$ cat config.mk
export PLATFORM = sky130hd
export DESIGN_NAME = via_timer_shift_interrupt_core
export DESIGN_NICKNAME = d
export VERILOG_FILES = /design/src/rtl/vtsi_pkg.sv /design/src/rtl/vtsi_state.sv /design/src/rtl/via_timer_shift_interrupt_core.sv
export SDC_FILE = /design/constraint.sdc
export NUM_CORES = 1
export LEC_CHECK = 0
export ABC_AREA = 1
export BUFFER_PORTS_ARGS = -buffer_cell sky130_fd_sc_hd__buf_2
export CAP_MARGIN = 20
export CORE_ASPECT_RATIO = 1.75
export CORE_UTILIZATION = 30
export DETAILED_ROUTE_END_ITERATION = 16
export SETUP_SLACK_MARGIN = 0.3
export SYNTH_ARGS = -nofsm -noshare
export SYNTH_HDL_FRONTEND = slang
export SYNTH_HIERARCHICAL = 1
export SYNTH_SLANG_ARGS = --single-unit
$ cat constraint.sdc
create_clock -name clk -period 7.2 [get_ports clk]
set_input_delay 1.44 -clock clk [delete_from_list [all_inputs] [get_ports clk]]
set_output_delay 1.44 -clock clk [all_outputs]
set_load 0.02 [all_outputs]
$ cat src/rtl/vtsi_pkg.sv
// ---------------------------------------------------------------------------
// vtsi_pkg
// Shared types and codes for the interface adapter timer, shift and
// interrupt core.
// ---------------------------------------------------------------------------
package vtsi_pkg;

  // Transaction kinds
  localparam logic [1:0] KIND_READ  = 2'd0;
  localparam logic [1:0] KIND_WRITE = 2'd1;
  localparam logic [1:0] KIND_TICK  = 2'd2;

  // Register map
  localparam logic [3:0] REG_ORB   = 4'h0;
  localparam logic [3:0] REG_ORA   = 4'h1;
  localparam logic [3:0] REG_DDRB  = 4'h2;
  localparam logic [3:0] REG_DDRA  = 4'h3;
  localparam logic [3:0] REG_T1CL  = 4'h4;
  localparam logic [3:0] REG_T1CH  = 4'h5;
  localparam logic [3:0] REG_T1LL  = 4'h6;
  localparam logic [3:0] REG_T1LH  = 4'h7;
  localparam logic [3:0] REG_T2CL  = 4'h8;
  localparam logic [3:0] REG_T2CH  = 4'h9;
  localparam logic [3:0] REG_SR    = 4'ha;
  localparam logic [3:0] REG_ACR   = 4'hb;
  localparam logic [3:0] REG_PCR   = 4'hc;
  localparam logic [3:0] REG_IFR   = 4'hd;
  localparam logic [3:0] REG_IER   = 4'he;
  localparam logic [3:0] REG_ORA_NH = 4'hf;

  // Interrupt flag bit positions
  localparam int IFR_T1 = 6;
  localparam int IFR_T2 = 5;
  localparam int IFR_SR = 2;

  // Shift register modes, ACR bits 4:2
  localparam logic [2:0] SR_IN_T2   = 3'b001;
  localparam logic [2:0] SR_IN_PHI2 = 3'b010;
  localparam logic [2:0] SR_OUT_FREE = 3'b100;
  localparam logic [2:0] SR_OUT_T2  = 3'b101;
  localparam logic [2:0] SR_OUT_PHI2 = 3'b110;

  // CA2 / CB2 control codes (PCR bits 3:1 and 7:5)
  localparam logic [2:0] C2_HANDSHAKE = 3'b100;
  localparam logic [2:0] C2_PULSE     = 3'b101;
  localparam logic [2:0] C2_LOW       = 3'b110;

  typedef struct packed {
    logic [1:0] kind;
    logic [3:0] reg_addr;
    logic [7:0] write_data;
    logic       compare_in;
    logic [7:0] port_a_in;
  } req_item_t;

  typedef struct packed {
    logic [7:0] read_data;
    logic       irq;
    logic [7:0] port_a_out;
    logic [7:0] port_b_out;
    logic       ca2_level;
    logic       cb2_handshake;
    logic       cb2_shift_out;
    logic       pb7_timer;
  } rsp_item_t;

endpackage

$ cat src/rtl/vtsi_state.sv
// ---------------------------------------------------------------------------
// vtsi_state
// Register file, timers, shift register and interrupt logic. Applies one
// transaction per cycle while apply is high, presenting the updated result.
// ---------------------------------------------------------------------------
module vtsi_state import vtsi_pkg::*; (
  input  logic      clk,
  input  logic      rst,
  input  logic      apply,
  input  req_item_t item,
  output rsp_item_t result
);

  typedef struct packed {
    logic [7:0]  out_a;
    logic [7:0]  out_b;
    logic [7:0]  dir_a;
    logic [7:0]  dir_b;
    logic        t1_running;
    logic        t1_armed;
    logic [15:0] t1_count;
    logic [7:0]  t1_latch_low;
    logic [7:0]  t1_latch_high;
    logic        t1_pb7;
    logic        t2_running;
    logic        t2_armed;
    logic [15:0] t2_count;
    logic [7:0]  t2_latch_low;
    logic [7:0]  shift_reg;
    logic [3:0]  shift_bits;
    logic [7:0]  shift_divider;
    logic        shift_phase;
    logic [7:0]  aux_ctrl;
    logic [7:0]  periph_ctrl;
    logic [6:0]  int_flags;
    logic [6:0]  int_enable;
    logic        ca2_reg;
    logic        cb2_hs_reg;
    logic        cb2_sh_reg;
  } state_t;

  state_t st;
  state_t st_next;
  logic [7:0] rd;

  always_comb begin
    logic [7:0]  pa_val;
    logic [15:0] t1_dec;
    logic [15:0] t2_dec;
    logic        t2_pulse;
    logic        do_shift;
    logic        do_count;
    logic        do_out;

    st_next  = st;
    rd       = 8'h00;
    pa_val   = (st.out_b[4:3] == 2'b01) ? item.port_a_in : st.out_a;
    t1_dec   = st.t1_count - 16'd1;
    t2_dec   = st.t2_count - 16'd1;
    t2_pulse = 1'b0;
    do_shift = 1'b0;
    do_count = 1'b0;
    do_out   = 1'b0;

    case (item.kind)
      KIND_READ: begin
        case (item.reg_addr)
          REG_ORB: begin
            if (st.aux_ctrl[7]) begin
              rd = {st.t1_pb7, st.out_b[6], item.compare_in, st.out_b[4:0]};
            end else begin
              rd = {st.out_b[7:6], item.compare_in, st.out_b[4:0]};
            end
          end
          REG_ORA: begin
            if (st.periph_ctrl[3:1] == C2_HANDSHAKE) st_next.ca2_reg = 1'b0;
            rd = pa_val;
          end
          REG_ORA_NH: rd = pa_val;
          REG_DDRB:   rd = st.dir_b;
          REG_DDRA:   rd = st.dir_a;
          REG_T1CL: begin
            rd = st.t1_count[7:0];
            st_next.int_flags[IFR_T1] = 1'b0;
            st_next.t1_running = 1'b0;
            st_next.t1_armed   = 1'b0;
            st_next.t1_pb7     = 1'b1;
          end
          REG_T1CH: rd = st.t1_count[15:8];
          REG_T1LL: rd = st.t1_latch_low;
          REG_T1LH: rd = st.t1_latch_high;
          REG_T2CL: begin
            rd = st.t2_count[7:0];
            st_next.int_flags[IFR_T2] = 1'b0;
            st_next.t2_running = 1'b0;
            st_next.t2_armed   = 1'b0;
          end
          REG_T2CH: rd = st.t2_count[15:8];
          REG_SR: begin
            rd = st.shift_reg;
            st_next.int_flags[IFR_SR] = 1'b0;
            st_next.shift_bits  = 4'd0;
            st_next.shift_phase = 1'b1;
          end
          REG_ACR: rd = st.aux_ctrl;
          REG_PCR: rd = st.periph_ctrl;
          REG_IFR: rd = {|(st.int_flags & st.int_enable), st.int_flags};
          default: rd = {1'b1, st.int_enable};
        endcase
      end

      KIND_WRITE: begin
        case (item.reg_addr)
          REG_ORB: begin
            st_next.out_b = item.write_data;
            if (st.periph_ctrl[7:5] == C2_HANDSHAKE) st_next.cb2_hs_reg = 1'b0;
          end
          REG_ORA: begin
            if (st.periph_ctrl[3:1] == C2_HANDSHAKE) st_next.ca2_reg = 1'b0;
            st_next.out_a = item.write_data;
          end
          REG_ORA_NH: st_next.out_a = item.write_data;
          REG_DDRB:   st_next.dir_b = item.write_data;
          REG_DDRA:   st_next.dir_a = item.write_data;
          REG_T1CL:   st_next.t1_latch_low = item.write_data;
          REG_T1CH: begin
            st_next.t1_latch_high = item.write_data;
            st_next.t1_count = {item.write_data, st.t1_latch_low};
            st_next.int_flags[IFR_T1] = 1'b0;
            st_next.t1_running = 1'b1;
            st_next.t1_armed   = 1'b1;
            st_next.t1_pb7     = 1'b0;
          end
          REG_T1LL: st_next.t1_latch_low  = item.write_data;
          REG_T1LH: st_next.t1_latch_high = item.write_data;
          REG_T2CL: st_next.t2_latch_low  = item.write_data;
          REG_T2CH: begin
            st_next.t2_count = {item.write_data, st.t2_latch_low};
            st_next.int_flags[IFR_T2] = 1'b0;
            st_next.t2_running = 1'b1;
            st_next.t2_armed   = 1'b1;
          end
          REG_SR: begin
            st_next.shift_reg = item.write_data;
            st_next.int_flags[IFR_SR] = 1'b0;
            st_next.shift_bits  = 4'd0;
            st_next.shift_phase = 1'b1;
          end
          REG_ACR: st_next.aux_ctrl = item.write_data;
          REG_PCR: begin
            st_next.periph_ctrl = item.write_data;
            st_next.ca2_reg    = (item.write_data[3:1] != C2_LOW);
            st_next.cb2_hs_reg = (item.write_data[7:5] != C2_LOW);
          end
          REG_IFR: st_next.int_flags = st.int_flags & ~item.write_data[6:0];
          default: begin
            if (item.write_data[7]) begin
              st_next.int_enable = st.int_enable | item.write_data[6:0];
            end else begin
              st_next.int_enable = st.int_enable & ~item.write_data[6:0];
            end
          end
        endcase
      end

      KIND_TICK: begin
        // Timer 1: one-shot, or free-run with reload and PB7 toggle.
        if (st.t1_running) begin
          st_next.t1_count = t1_dec;
          if (t1_dec == 16'hffff) begin
            if (st.aux_ctrl[6]) begin
              st_next.int_flags[IFR_T1] = 1'b1;
              st_next.t1_pb7   = ~st.t1_pb7;
              st_next.t1_count = {st.t1_latch_high, st.t1_latch_low};
            end else if (st.t1_armed) begin
              st_next.int_flags[IFR_T1] = 1'b1;
              st_next.t1_pb7   = 1'b1;
              st_next.t1_armed = 1'b0;
            end
          end
        end

        // Timer 2 counts only in one-shot mode.
        if (st.t2_running && !st.aux_ctrl[5]) begin
          st_next.t2_count = t2_dec;
          if (t2_dec == 16'hffff && st.t2_armed) begin
            st_next.int_flags[IFR_T2] = 1'b1;
            st_next.t2_armed = 1'b0;
          end
        end

        // The shift clock divider pulses on every second underflow.
        if (st.shift_divider == 8'd0) begin
          st_next.shift_divider = st.t2_latch_low;
          t2_pulse = st.shift_phase;
          st_next.shift_phase = ~st.shift_phase;
        end else begin
          st_next.shift_divider = st.shift_divider - 8'd1;
        end

        if (st.shift_bits < 4'd8) begin
          case (st.aux_ctrl[4:2])
            SR_IN_T2: begin
              do_shift = t2_pulse;
              do_count = t2_pulse;
            end
            SR_IN_PHI2: begin
              do_shift = 1'b1;
              do_count = 1'b1;
            end
            SR_OUT_FREE: do_out = t2_pulse;
            SR_OUT_T2: begin
              do_out   = t2_pulse;
              do_count = t2_pulse;
            end
            SR_OUT_PHI2: begin
              do_out   = 1'b1;
              do_count = 1'b1;
            end
            default: ;
          endcase
          if (do_shift) st_next.shift_reg = {st.shift_reg[6:0], 1'b0};
          if (do_out) begin
            // Shift-out recirculates the top bit and drives it onto CB2.
            st_next.cb2_sh_reg = st.shift_reg[7];
            st_next.shift_reg  = {st.shift_reg[6:0], st.shift_reg[7]};
          end
          if (do_count) begin
            st_next.shift_bits = st.shift_bits + 4'd1;
            if (st.shift_bits == 4'd7) st_next.int_flags[IFR_SR] = 1'b1;
          end
        end

        if (st.periph_ctrl[3:1] == C2_PULSE) st_next.ca2_reg    = 1'b1;
        if (st.periph_ctrl[7:5] == C2_PULSE) st_next.cb2_hs_reg = 1'b1;
      end

      default: ;
    endcase
  end

  assign result.read_data     = rd;
  assign result.irq           = |(st_next.int_flags & st_next.int_enable);
  assign result.port_a_out    = st_next.out_a;
  assign result.port_b_out    = st_next.out_b;
  assign result.ca2_level     = st_next.ca2_reg;
  assign result.cb2_handshake = st_next.cb2_hs_reg;
  assign result.cb2_shift_out = st_next.cb2_sh_reg;
  assign result.pb7_timer     = st_next.t1_pb7;

  always_ff @(posedge clk) begin
    if (rst) begin
      st <= '{t1_pb7: 1'b1, ca2_reg: 1'b1, cb2_hs_reg: 1'b1, shift_bits: 4'd8,
              default: '0};
    end else if (apply) begin
      st <= st_next;
    end
  end

endmodule

$ cat src/rtl/via_timer_shift_interrupt_core.sv
// ---------------------------------------------------------------------------
// via_timer_shift_interrupt_core
// Timer, shift register and interrupt core of a versatile interface adapter.
// ---------------------------------------------------------------------------
// Each request transaction is a register read, a register write or one
// peripheral clock tick, and it produces exactly one response transaction
// carrying the read byte (zero for writes and ticks), the IRQ summary and
// the port and control line levels after the request has taken effect.
// The core accepts one request every clock cycle while req_stall is low; a
// request passes an input register, is applied to the register state as it
// advances out of that register, and its response is loaded into the output
// register in the same cycle. A held request waits while a stalled response
// is still in the output register.
module via_timer_shift_interrupt_core import vtsi_pkg::*; (
  input  logic      clk,
  input  logic      rst,
  input  logic      req_valid,
  output logic      req_stall,
  input  req_item_t req,
  output logic      rsp_valid,
  input  logic      rsp_stall,
  output rsp_item_t rsp
);

  logic      hold_valid;
  req_item_t hold_item;
  logic      advance;
  rsp_item_t result;

  // A held request moves on whenever the response register is free.
  assign advance   = hold_valid && (!rsp_valid || !rsp_stall);
  assign req_stall = hold_valid && !advance;

  vtsi_state u_state (
    .clk    (clk),
    .rst    (rst),
    .apply  (advance),
    .item   (hold_item),
    .result (result)
  );

  always_ff @(posedge clk) begin
    if (rst) begin
      hold_valid <= 1'b0;
      rsp_valid  <= 1'b0;
    end else begin
      if (req_valid && !req_stall) begin
        hold_valid <= 1'b1;
      end else if (advance) begin
        hold_valid <= 1'b0;
      end
      if (advance) begin
        rsp_valid <= 1'b1;
      end else if (!rsp_stall) begin
        rsp_valid <= 1'b0;
      end
    end
  end

  always_ff @(posedge clk) begin
    if (req_valid && !req_stall) hold_item <= req;
    if (advance) rsp <= result;
  end

endmodule
==> After elaboration in Yosys (flattened, before gate mapping) <==
Cells that the tools add are included.
{ "classes": {"n_addsub": 4, "reduce_logical": 46, "muxes": 92, "n_bitwise": 8, "n_eq_ne": 48, "magnitude_cmp": 1} }
{ "op_table": {"columns": ["operator", "count"], "rows": [
  ["$pmux W8 S14", 1],
  ["$mux W8", 9],
  ["$pmux W16 S2", 2],
  ["$mux W17", 3],
  ["$mux W1", 41],
  ["$mux W18", 2],
  ["$eq A16 B16 Y1 const B", 2],
  ["$mux W32", 1],
  ["$sub A16 B1 Y16 const B", 2],
  ["$and A7 B7 Y7", 4],
  ["$eq A4 B4 Y1 const B", 7],
  ["$mux W12", 2],
  ["$pmux W1 S2", 12],
  ["$eq A3 B3 Y1 const B", 7],
  ["$reduce_and A3 Y1", 7],
  ["$eq A4 B3 Y1 const B", 5],
  ["$reduce_and A4 Y1", 5],
  ["$ne A2 B1 Y1 const B", 9],
  ["$mux W16", 1],
  ["$pmux W8 S2", 1],
  ["$pmux W1 S3", 5],
  ["$reduce_or A15 Y1", 1],
  ["$mux W7", 2],
  ["$ne A2 B2 Y1 const B", 7],
  ["33 further kinds", 61]
]} }
{ "totals": {"ff_bits": 201, "word_cells": 239, "output_inout_bits": 31} }

==> Longest topological paths before layout <==
Gate-level depths: netlist of the first run.
{ "logic_depth": {"word_depth": 10, "mapped_depth": 17, "ltp_nobuf": 17} }

==> Modules after synthesis <==
Netlist of the first run, hierarchy kept.
{ "modules_own_cells": {"columns": ["module", "seq_area_each_um2", "cells_per_inst", "instances", "area_each_um2"], "rows": [
  ["vtsi_state", 2942.8, 1353, 1, 8747.1],
  ["via_timer_shift_interrupt_core", 1601.5, 64, 1, 1652.8]
]} }

==> Worst setup path before layout of the first run <==
Ideal clock, no wire load.
{ "synth_timing": {"path_type": "input -> register", "startpoint": "input rsp_stall", "endpoint": "register u_state/st[45] in the netlist's numbering", "setup_ps": 116, "stages": 11, "n_path_buf": 2, "required_time_ps": 7084, "t_arrival_ps": 4280, "slack_ps": 2803, "path_cell_list": "a21oi_1 -> clkbuf_1 -> inv_1 -> clkbuf_1 -> nor2_1 -> nand2_1 -> nor2_1 -> nand2_1 -> nor2_1 -> nand2_1 -> a31o_2"} }
{ "synth_between": {"elab_chain_len": 4} }
{ "synth_lines": {"columns": ["element", "line_no", "rtl"], "rows": [
  ["start, declared", "via_timer_shift_interrupt_core.sv:21", "input logic rsp_stall,"],
  ["$logic_not A1 Y1", null, null],
  ["$logic_or A1 B1 Y1", "via_timer_shift_interrupt_core.sv:31", "assign advance = hold_valid && (!rsp_valid || !rsp_stall);"],
  ["$logic_and A1 B1 Y1", "via_timer_shift_interrupt_core.sv:31", null],
  ["$reduce_and A6 Y1 (no line)", null, null],
  ["end signal, assigned", "vtsi_state.sv:253", "st <= '{t1_pb7: 1'b1, ca2_reg: 1'b1, cb2_hs_reg: 1'b1, shift_bits: 4'd8,"],
  ["end signal, assigned", "vtsi_state.sv:256", "st <= st_next;"],
  ["end, declared", "vtsi_state.sv:42", "state_t st;"]
]} }
Every way passes these cells.
A chain may end at the register's enable or synchronous reset.

==> Worst setup path in the final report of the first run <==
{ "layout_timing": {"startpoint": "input rsp_stall", "endpoint": "output req_stall"} }
{ "layout_between": {"elab_chain_len": 5} }
{ "layout_lines": {"columns": ["element", "line_no", "rtl"], "rows": [
  ["$logic_not A1 Y1", null, null],
  ["$logic_or A1 B1 Y1", "via_timer_shift_interrupt_core.sv:31", null],
  ["$logic_and A1 B1 Y1", "via_timer_shift_interrupt_core.sv:31", null],
  ["$logic_not A1 Y1", "via_timer_shift_interrupt_core.sv:32", "assign req_stall = hold_valid && !advance;"],
  ["$logic_and A1 B1 Y1", "via_timer_shift_interrupt_core.sv:32", null],
  ["end, declared", "via_timer_shift_interrupt_core.sv:18", "output logic req_stall,"]
]} }
Every way passes these cells.

==> impl_results.md, run 1 <==
* Status: completed
* CP Launch Point: rsp_stall
* Post-synthesis net count at 1453
* Residual DRC count at 0
* Layout cells sized above 1 at 10.3%
* Number of buffers on the longest clock path at 3
* Ant. Diodes at 0
* Area of the mapped netlist at 0.0104 mm²
* Critical Path, Cell by Cell: buf_2 > nand3_2 > inv_1 > buf_2
* Final hold vios at 0
* Clock Latency Late Sink at 0.51 ns
* CP startpoint kind: primary input
* Worst hold path class: reg2reg
* Root buf cell: clkbuf_16
* Number of synthesized flops with an enable pin at 52
* Hold Buf Count CTS at 0
* RSZ-0062 raised after global routing: no
* Post-synthesis cell type count at 51
* Mapped Cells at 1417
* Slew HR at 31.1%
* Clock Skew at 0.0126 ns
* Total vias in the final route at 9799
* Reg2reg start: hold_item[21]
* CTS tree: yes
* NetSw at 769 µW
* Die Y at 248 µm
* Largest net degree at the start of global routing at 96
* Syn Area/Cell at 7.34 µm²
* Initial antenna violation count at 0
* Fmax at 0.299 GHz
* Peak supply drop at 214 µV
* CP endpoint kind: output port
* Top_reg_cell synth: dfxtp_1
* WP data arrival at 1.90 ns
* Pre-CTS setup slack at 3.54 ns
* CTS Sinks at 201
* Number of H-tree levels at 1
* Rows at 89
* Post-synth ARST share at 0%
* PwrDens at 240 mW/mm²
* Switching Share at 27.5%
* Global route overflow at 0
* Global-route usage over all layers at 20.4%
* Number of DRC markers in iteration 0 at 927
* Critical path's slowest cell: buf_2
* Worst reg2reg setup slack at 4.07 ns
* Fin. max-slew vios at 0
* Synth top cells by count: 244 x nand2_1, 195 x inv_1, 172 x o21ai_0
* Max cap viols at 0
* Synth top area share at 28.7%
* Comb pwr share at 13.8%
* Die width at 143 µm
* R2R depth at 14
* Vias in the first global route at 9250
* Worst EP required at 5.76 ns
* Reg2reg end: u_state/st[97]
* Synth Register Bits at 201
* CP max FO at 3
* Crit path buffers/inverters at 3
* Hold Slack at 0.455 ns
* Placeable Area at 0.0340 mm²
* Pre-Repair DR Iteration Count at 7
* DPL Wire Length at 26.4 mm
* Final setup viols at 0
* Area delta synth->final at 12.1%
* Yosys warnings at 6
* First-pass GRT wire length at 54.0 mm
* I/O Pins at 58
* Ranking of synthesized cells by area: dfxtp_1 29%, edfxtp_1 15%, nand2_1 8.8%
* Cell repeated most along the worst path: buf_2
* Actual slew at the worst max-slew pin at 1.01 ns
* Vias/cell at 5.18
* DP Area at 0.0109 mm²
* CP peak stage delay at 0.15 ns
* Tcrit/Tclk final at 46.4%
* Register share of total power at 44.6%
* IO Port Bufs at 57
* TritonCTS Buffers at 19
* WS Path Type: in2out
* Yosys top cell by area: dfxtp_1
* Post-CTS Resized at 0
* Final Net Count at 1460
* Final worst path period need at 3.34 ns
* Post-DR wirelength/cell at 19.1 µm
* Crit. path cell count at 4
* Antenna violation net count after detailed routing at 0
* Post-CTS Setup Bufs at 0
* Hold Crit Depth at 2
* Setup crit end: req_stall
* Detailed Route WL at 36.2 mm
* Final design area excluding fillers at 0.0117 mm²
* Full die area at 0.0354 mm²
* Top-count cell post-synth: nand2_1
* Starting Density at 30.6%
* Layout Utilization at 34.3%
* Setup TNS at 0 ns
* Clock-pin slew on the worst setup and hold paths at 0.07 ns
* Seq/Total Area, Yosys at 43.7%
* Power Internal at 2.02 mW
* Leakage at 4.71 nW
* Clk pwr share at 41.6%
* Routability Congestion at 0.969
* Gate family responsible for the most delay along the worst path: buffers and inverters
* Final critical-path setup slack at 3.86 ns
[layout by cell type, fill, tap and decap left out, drive strengths merged, types with 4 or more instances in the layout]
cell,netlist,routed
edfxtp,52,52
clkbuf,51,21
a221oi,8,8
o22ai,30,30
mux2,4,4
xnor2,8,8
ha,9,9
bufinv,0,6
a211oi,6,6
nand2,247,247
nand4,6,6
clkinv,1,6
o211ai,7,7
nand3,61,61
a31oi,17,17
nor4,9,9
a2111oi,4,4
nor2,159,159
a21oi,124,124
a41oi,4,4
dfxtp,149,149
buf,30,67
inv,207,207
o21ai,175,175
nand3b,7,7
nor3,9,9
xor2,11,11
[tightest hold or removal path: stages, from the launching register on]
cell and delay (ns):
dfxtp_1 0.31, nand3_1 0.07, inv_1 0.03
[metrics by stage]
stage	cells	total power, mW
6_report	1891	2.79
5_1_grt	1891	2.89
4_1_cts	1890	2.80
3_5_place_dp	1857	1.65
3_3_place_gp	1857	1.64
2_1_floorplan	1417	1.54
[sequential cells by signal, indices dropped and copies added (netlist names)]
| register | flops |
|---|---|
| u_state/st | 147 |
| rsp_valid | 1 |
| rsp | 29 |
| hold_valid | 1 |
| hold_item | 23 |
[layout make-up]
type,instances,area (µm²)
clock buffers,21,483
clock inverters,12,214
fillers,3610,22300
inverters,208,781
multi-input cells,927,4680
flip-flops and latches,201,4540
well taps,455,569
repair buffers,67,380
[worst min-delay path by stage]
| stage | end | slack [ns] | start |
|---|---|---|---|
| 2_1_floorplan | u_state/st[127] | 0.42 | u_state/st[127] |
| 3_3_place_gp | u_state/st[130] | 0.44 | u_state/st[130] |
| 3_5_place_dp | u_state/st[11] | 0.45 | u_state/st[11] |
| 4_1_cts | u_state/st[11] | 0.46 | u_state/st[11] |
| 5_1_grt | u_state/st[126] | 0.47 | u_state/st[126] |
| 6_report | u_state/st[11] | 0.46 | u_state/st[11] |
[logic make-up (layout without fill, tap and decap cells)]
kind of cell | Yosys count | count (layout) | synth area share (%)
compound gates | 394 | 394 | 21.3
xor+xnor | 19 | 19 | 1.60
fa+ha+maj | 9 | 9 | 1.08
buf+inv | 289 | 308 | 11.4
flops | 201 | 201 | 43.7
mux | 4 | 4 | 0.433
simple gates | 501 | 501 | 20.5
[power groups by stage]
stage               sequential (mW)  combinational (mW)  clock, mW
floorplan                      1.26               0.274          0
global placement               1.27               0.373          0
detailed placement             1.27               0.374          0
CTS                            1.25               0.377       1.18
global route                   1.25               0.428       1.21
finish                         1.25               0.385       1.16
[layer usage]
layer / GRT usage (%) / vias up / wire [µm]
met1: 20.9 / 4556 / 12900
met4: 15.3 / 0 / 2760
met5: 0 / - / 0
li1: - / 4707 / -
met2: 37.7 / 395 / 18500
met3: 2.61 / 141 / 2020
Note: power is estimated with default switching activity, not from simulation.
==> run 2: changes to the inputs <==
Clock period 7.2 ns to 2.7 ns, I/O delays scaled along.
==> impl_results.md, run 2 (synthesized netlist as in run 1, its figures left out) <==
* Worst hold path class: in2reg
* Commonest non-fill, non-tap cell in the layout: nand2_1
* Gate family responsible for the most delay along the worst path: simple AND/OR/NAND/NOR gates
* Placeable Area at 0.0340 mm² (unchanged)
* Total vias in the final route at 10100 (+3.0%)
* Starting Density at 30.6% (unchanged)
* Routability Congestion at 0.984 (+1.6%)
* Clock Latency Late Sink at 0.53 ns (+0.02 ns)
* Number of H-tree levels at 1 (unchanged)
* I/O Pins at 58 (unchanged)
* PnR Total Power at 7.43 mW (+170%)
* Final hold vios at 0 (unchanged)
* Residual DRC count at 0 (unchanged)
* Largest registers: u_state/st: 147 flops, rsp: 29 flops, hold_item: 23 flops
* Die width at 143 µm (unchanged)
* Setup TNS at 0 ns (unchanged)
* CTS tree: yes
* Clock Skew at 0.0216 ns (+0.00898 ns)
* Final-layout fill cell count at 3523 (-2.4%)
* Global-route usage over all layers at 21.4% (+0.97 points)
* CP endpoint kind: register
* RSZ-0062 raised after global routing: yes
* Power Internal at 5.26 mW (+160%)
* Antenna violation net count after detailed routing at 0 (unchanged)
* CP peak stage delay at 0.46 ns (+0.31 ns)
* Final worst path period need at 2.33 ns
* Clock-pin slew on the worst setup and hold paths at 0.07 ns (about the same)
* Vias/cell at 5.19 (+0.16%)
* DPL Wire Length at 28.2 mm (+6.9%)
* Fin. max-slew vios at 0 (unchanged)
* Hold Buf Count CTS at 0 (unchanged)
* First-pass GRT wire length at 56.0 mm (+3.8%)
* WS Path Type: reg2reg
* Switching Share at 29.2% (+1.7 points)
* Number of buffers on the longest clock path at 3 (unchanged)
* CP max FO at 8 (+5)
* Most flops, register: u_state/st
* Peak supply drop at 445 µV (+110%)
* Pre-Repair DR Iteration Count at 6 (-1)
* IO Port Bufs at 57 (unchanged)
* Die Y at 248 µm (unchanged)
* Area occupied by multi-input gates at 0.00487 mm² (+4.1%)
* Root buf cell: clkbuf_16
* Detailed Route WL at 38.0 mm (+5.0%)
* Full die area at 0.0354 mm² (unchanged)
* Crit path buffers/inverters at 1 (-2)
* Ant. Diodes at 0 (unchanged)
* Status: completed
* Layout cells sized above 1 at 15.5% (+5.2 points)
* Final setup viols at 0 (unchanged)
* Global route overflow at 0 (unchanged)
* Final critical-path setup slack at 0.373 ns (-3.48 ns)
* CTS Sinks at 201 (unchanged)
* Worst EP required at 3.01 ns (-2.75 ns)
* Register share of total power at 44.5% (about the same)
* CP startpoint kind: register
* Pre-CTS setup slack at 0.219 ns (-3.32 ns)
* DP Area at 0.0113 mm² (+3.3%)
* WP data arrival at 2.64 ns (+0.74 ns)
* Post-DR wirelength/cell at 19.5 µm (+2.2%)
* Critical Path, Cell by Cell: nor2_1 > nand2_1 > o22ai_1 > nor4_1 > buf_4 > nand4_1 > o21ai_0 > a21oi_1
* Tcrit/Tclk final at 86.2%
* Actual slew at the worst max-slew pin at 0.757 ns (-0.250 ns)
* NetSw at 2.17 mW (+180%)
* Final design area excluding fillers at 0.0122 mm² (+4.7%)
* Comb pwr share at 15.6% (+1.8 points)
* Largest net degree at the start of global routing at 57 (-41%)
* Max cap viols at 0 (unchanged)
* Slew HR at 49.3% (+18 points)
* Leakage at 4.97 nW (+5.3%)
* Final Net Count at 1511 (+3.5%)
* TritonCTS Buffers at 20 (+1)
* Vias in the first global route at 9572 (+3.5%)
* Initial antenna violation count at 0 (unchanged)
* Clk pwr share at 39.9% (-1.7 points)
* Number of DRC markers in iteration 0 at 777 (-16%)
* Commonest cells after routing, fill and taps aside: 239 x nand2_1, 190 x inv_1, 165 x o21ai_0, 149 x dfxtp_1, 140 x nor2_1
* Rows at 89 (unchanged)
* PwrDens at 609 mW/mm² (+150%)
* Register area at 0.00454 mm² (unchanged)
* Max FFs per register at 147 (unchanged)
* Area delta synth->final at 17.4%
* Critical path's slowest cell: edfxtp_1
* Fmax at 0.430 GHz
-- run 2: repair_timing --
item / in CTS / in global routing
resized for setup: 2 / 45
endpoints found under the setup margin: 2 / 44
pin swaps: 1 / 6
gates cloned: 0 / 1
setup buffers: 1 / 5
-- run 2: metrics by stage --
step                hold slack, ns  utilization, %  cells
global route                 0.176            35.9   1944
floorplan                    0.425               -   1417
global placement             0.435            33.2   1901
finish                       0.189            35.9   1944
CTS                          0.176            35.3   1938
detailed placement           0.442            33.2   1901
-- run 2: path summary, 6_finish.rpt --
path | startpoint | cells past startpoint | slack, ns | to
max | hold_item[18] | 8 | 0.37 | rsp[26]
min | req[1] | 1 | 0.19 | hold_item[1]
max reg2reg | hold_item[18] | 8 | 0.37 | rsp[26]
min reg2reg | u_state/st[10] | 2 | 0.45 | u_state/st[10]
-- run 2: cell type report --
class                           instances  area share [%]
Tap cell                              455            4.66
Sequential cell                       201            37.2
Multi-Input combinational cell        928            39.9
Clock buffer                           22            4.16
Clock inverter                         14            1.38
Inverter                              208            6.43
Timing Repair Buffer                  116            6.20
-- run 2: per-layer routing --
metal  vias to the layer above  part of all wire, %  global-route usage, %  routed length [µm]
li1                       4820                    -                      -                   -
met1                      4683                   35                   21.4               13300
met2                       423                   50                   38.7               19100
met3                       164                  5.5                   3.13                2100
met4                         0                  9.2                   18.2                3510
met5                         -                    0                      0                   0
-- run 2: power by group through the flow --
stage          logic (mW)  clock network [mW]  registers (mW)
2_1_floorplan       0.737                   0            3.37
3_3_place_gp         1.07                   0            3.37
3_5_place_dp         1.08                   0            3.37
4_1_cts              1.09                3.02            3.30
5_1_grt              1.27                3.13            3.32
6_report             1.16                2.96            3.31
-- run 2: worst reg2reg max path: cells and delay by family (launching register included) --
family                 cells  cell delay [ns]
AOI/OAI and AO/OA          3             0.69
DFF                        1             0.46
and+or+nand+nor            4             0.80
buffers and inverters      1             0.16
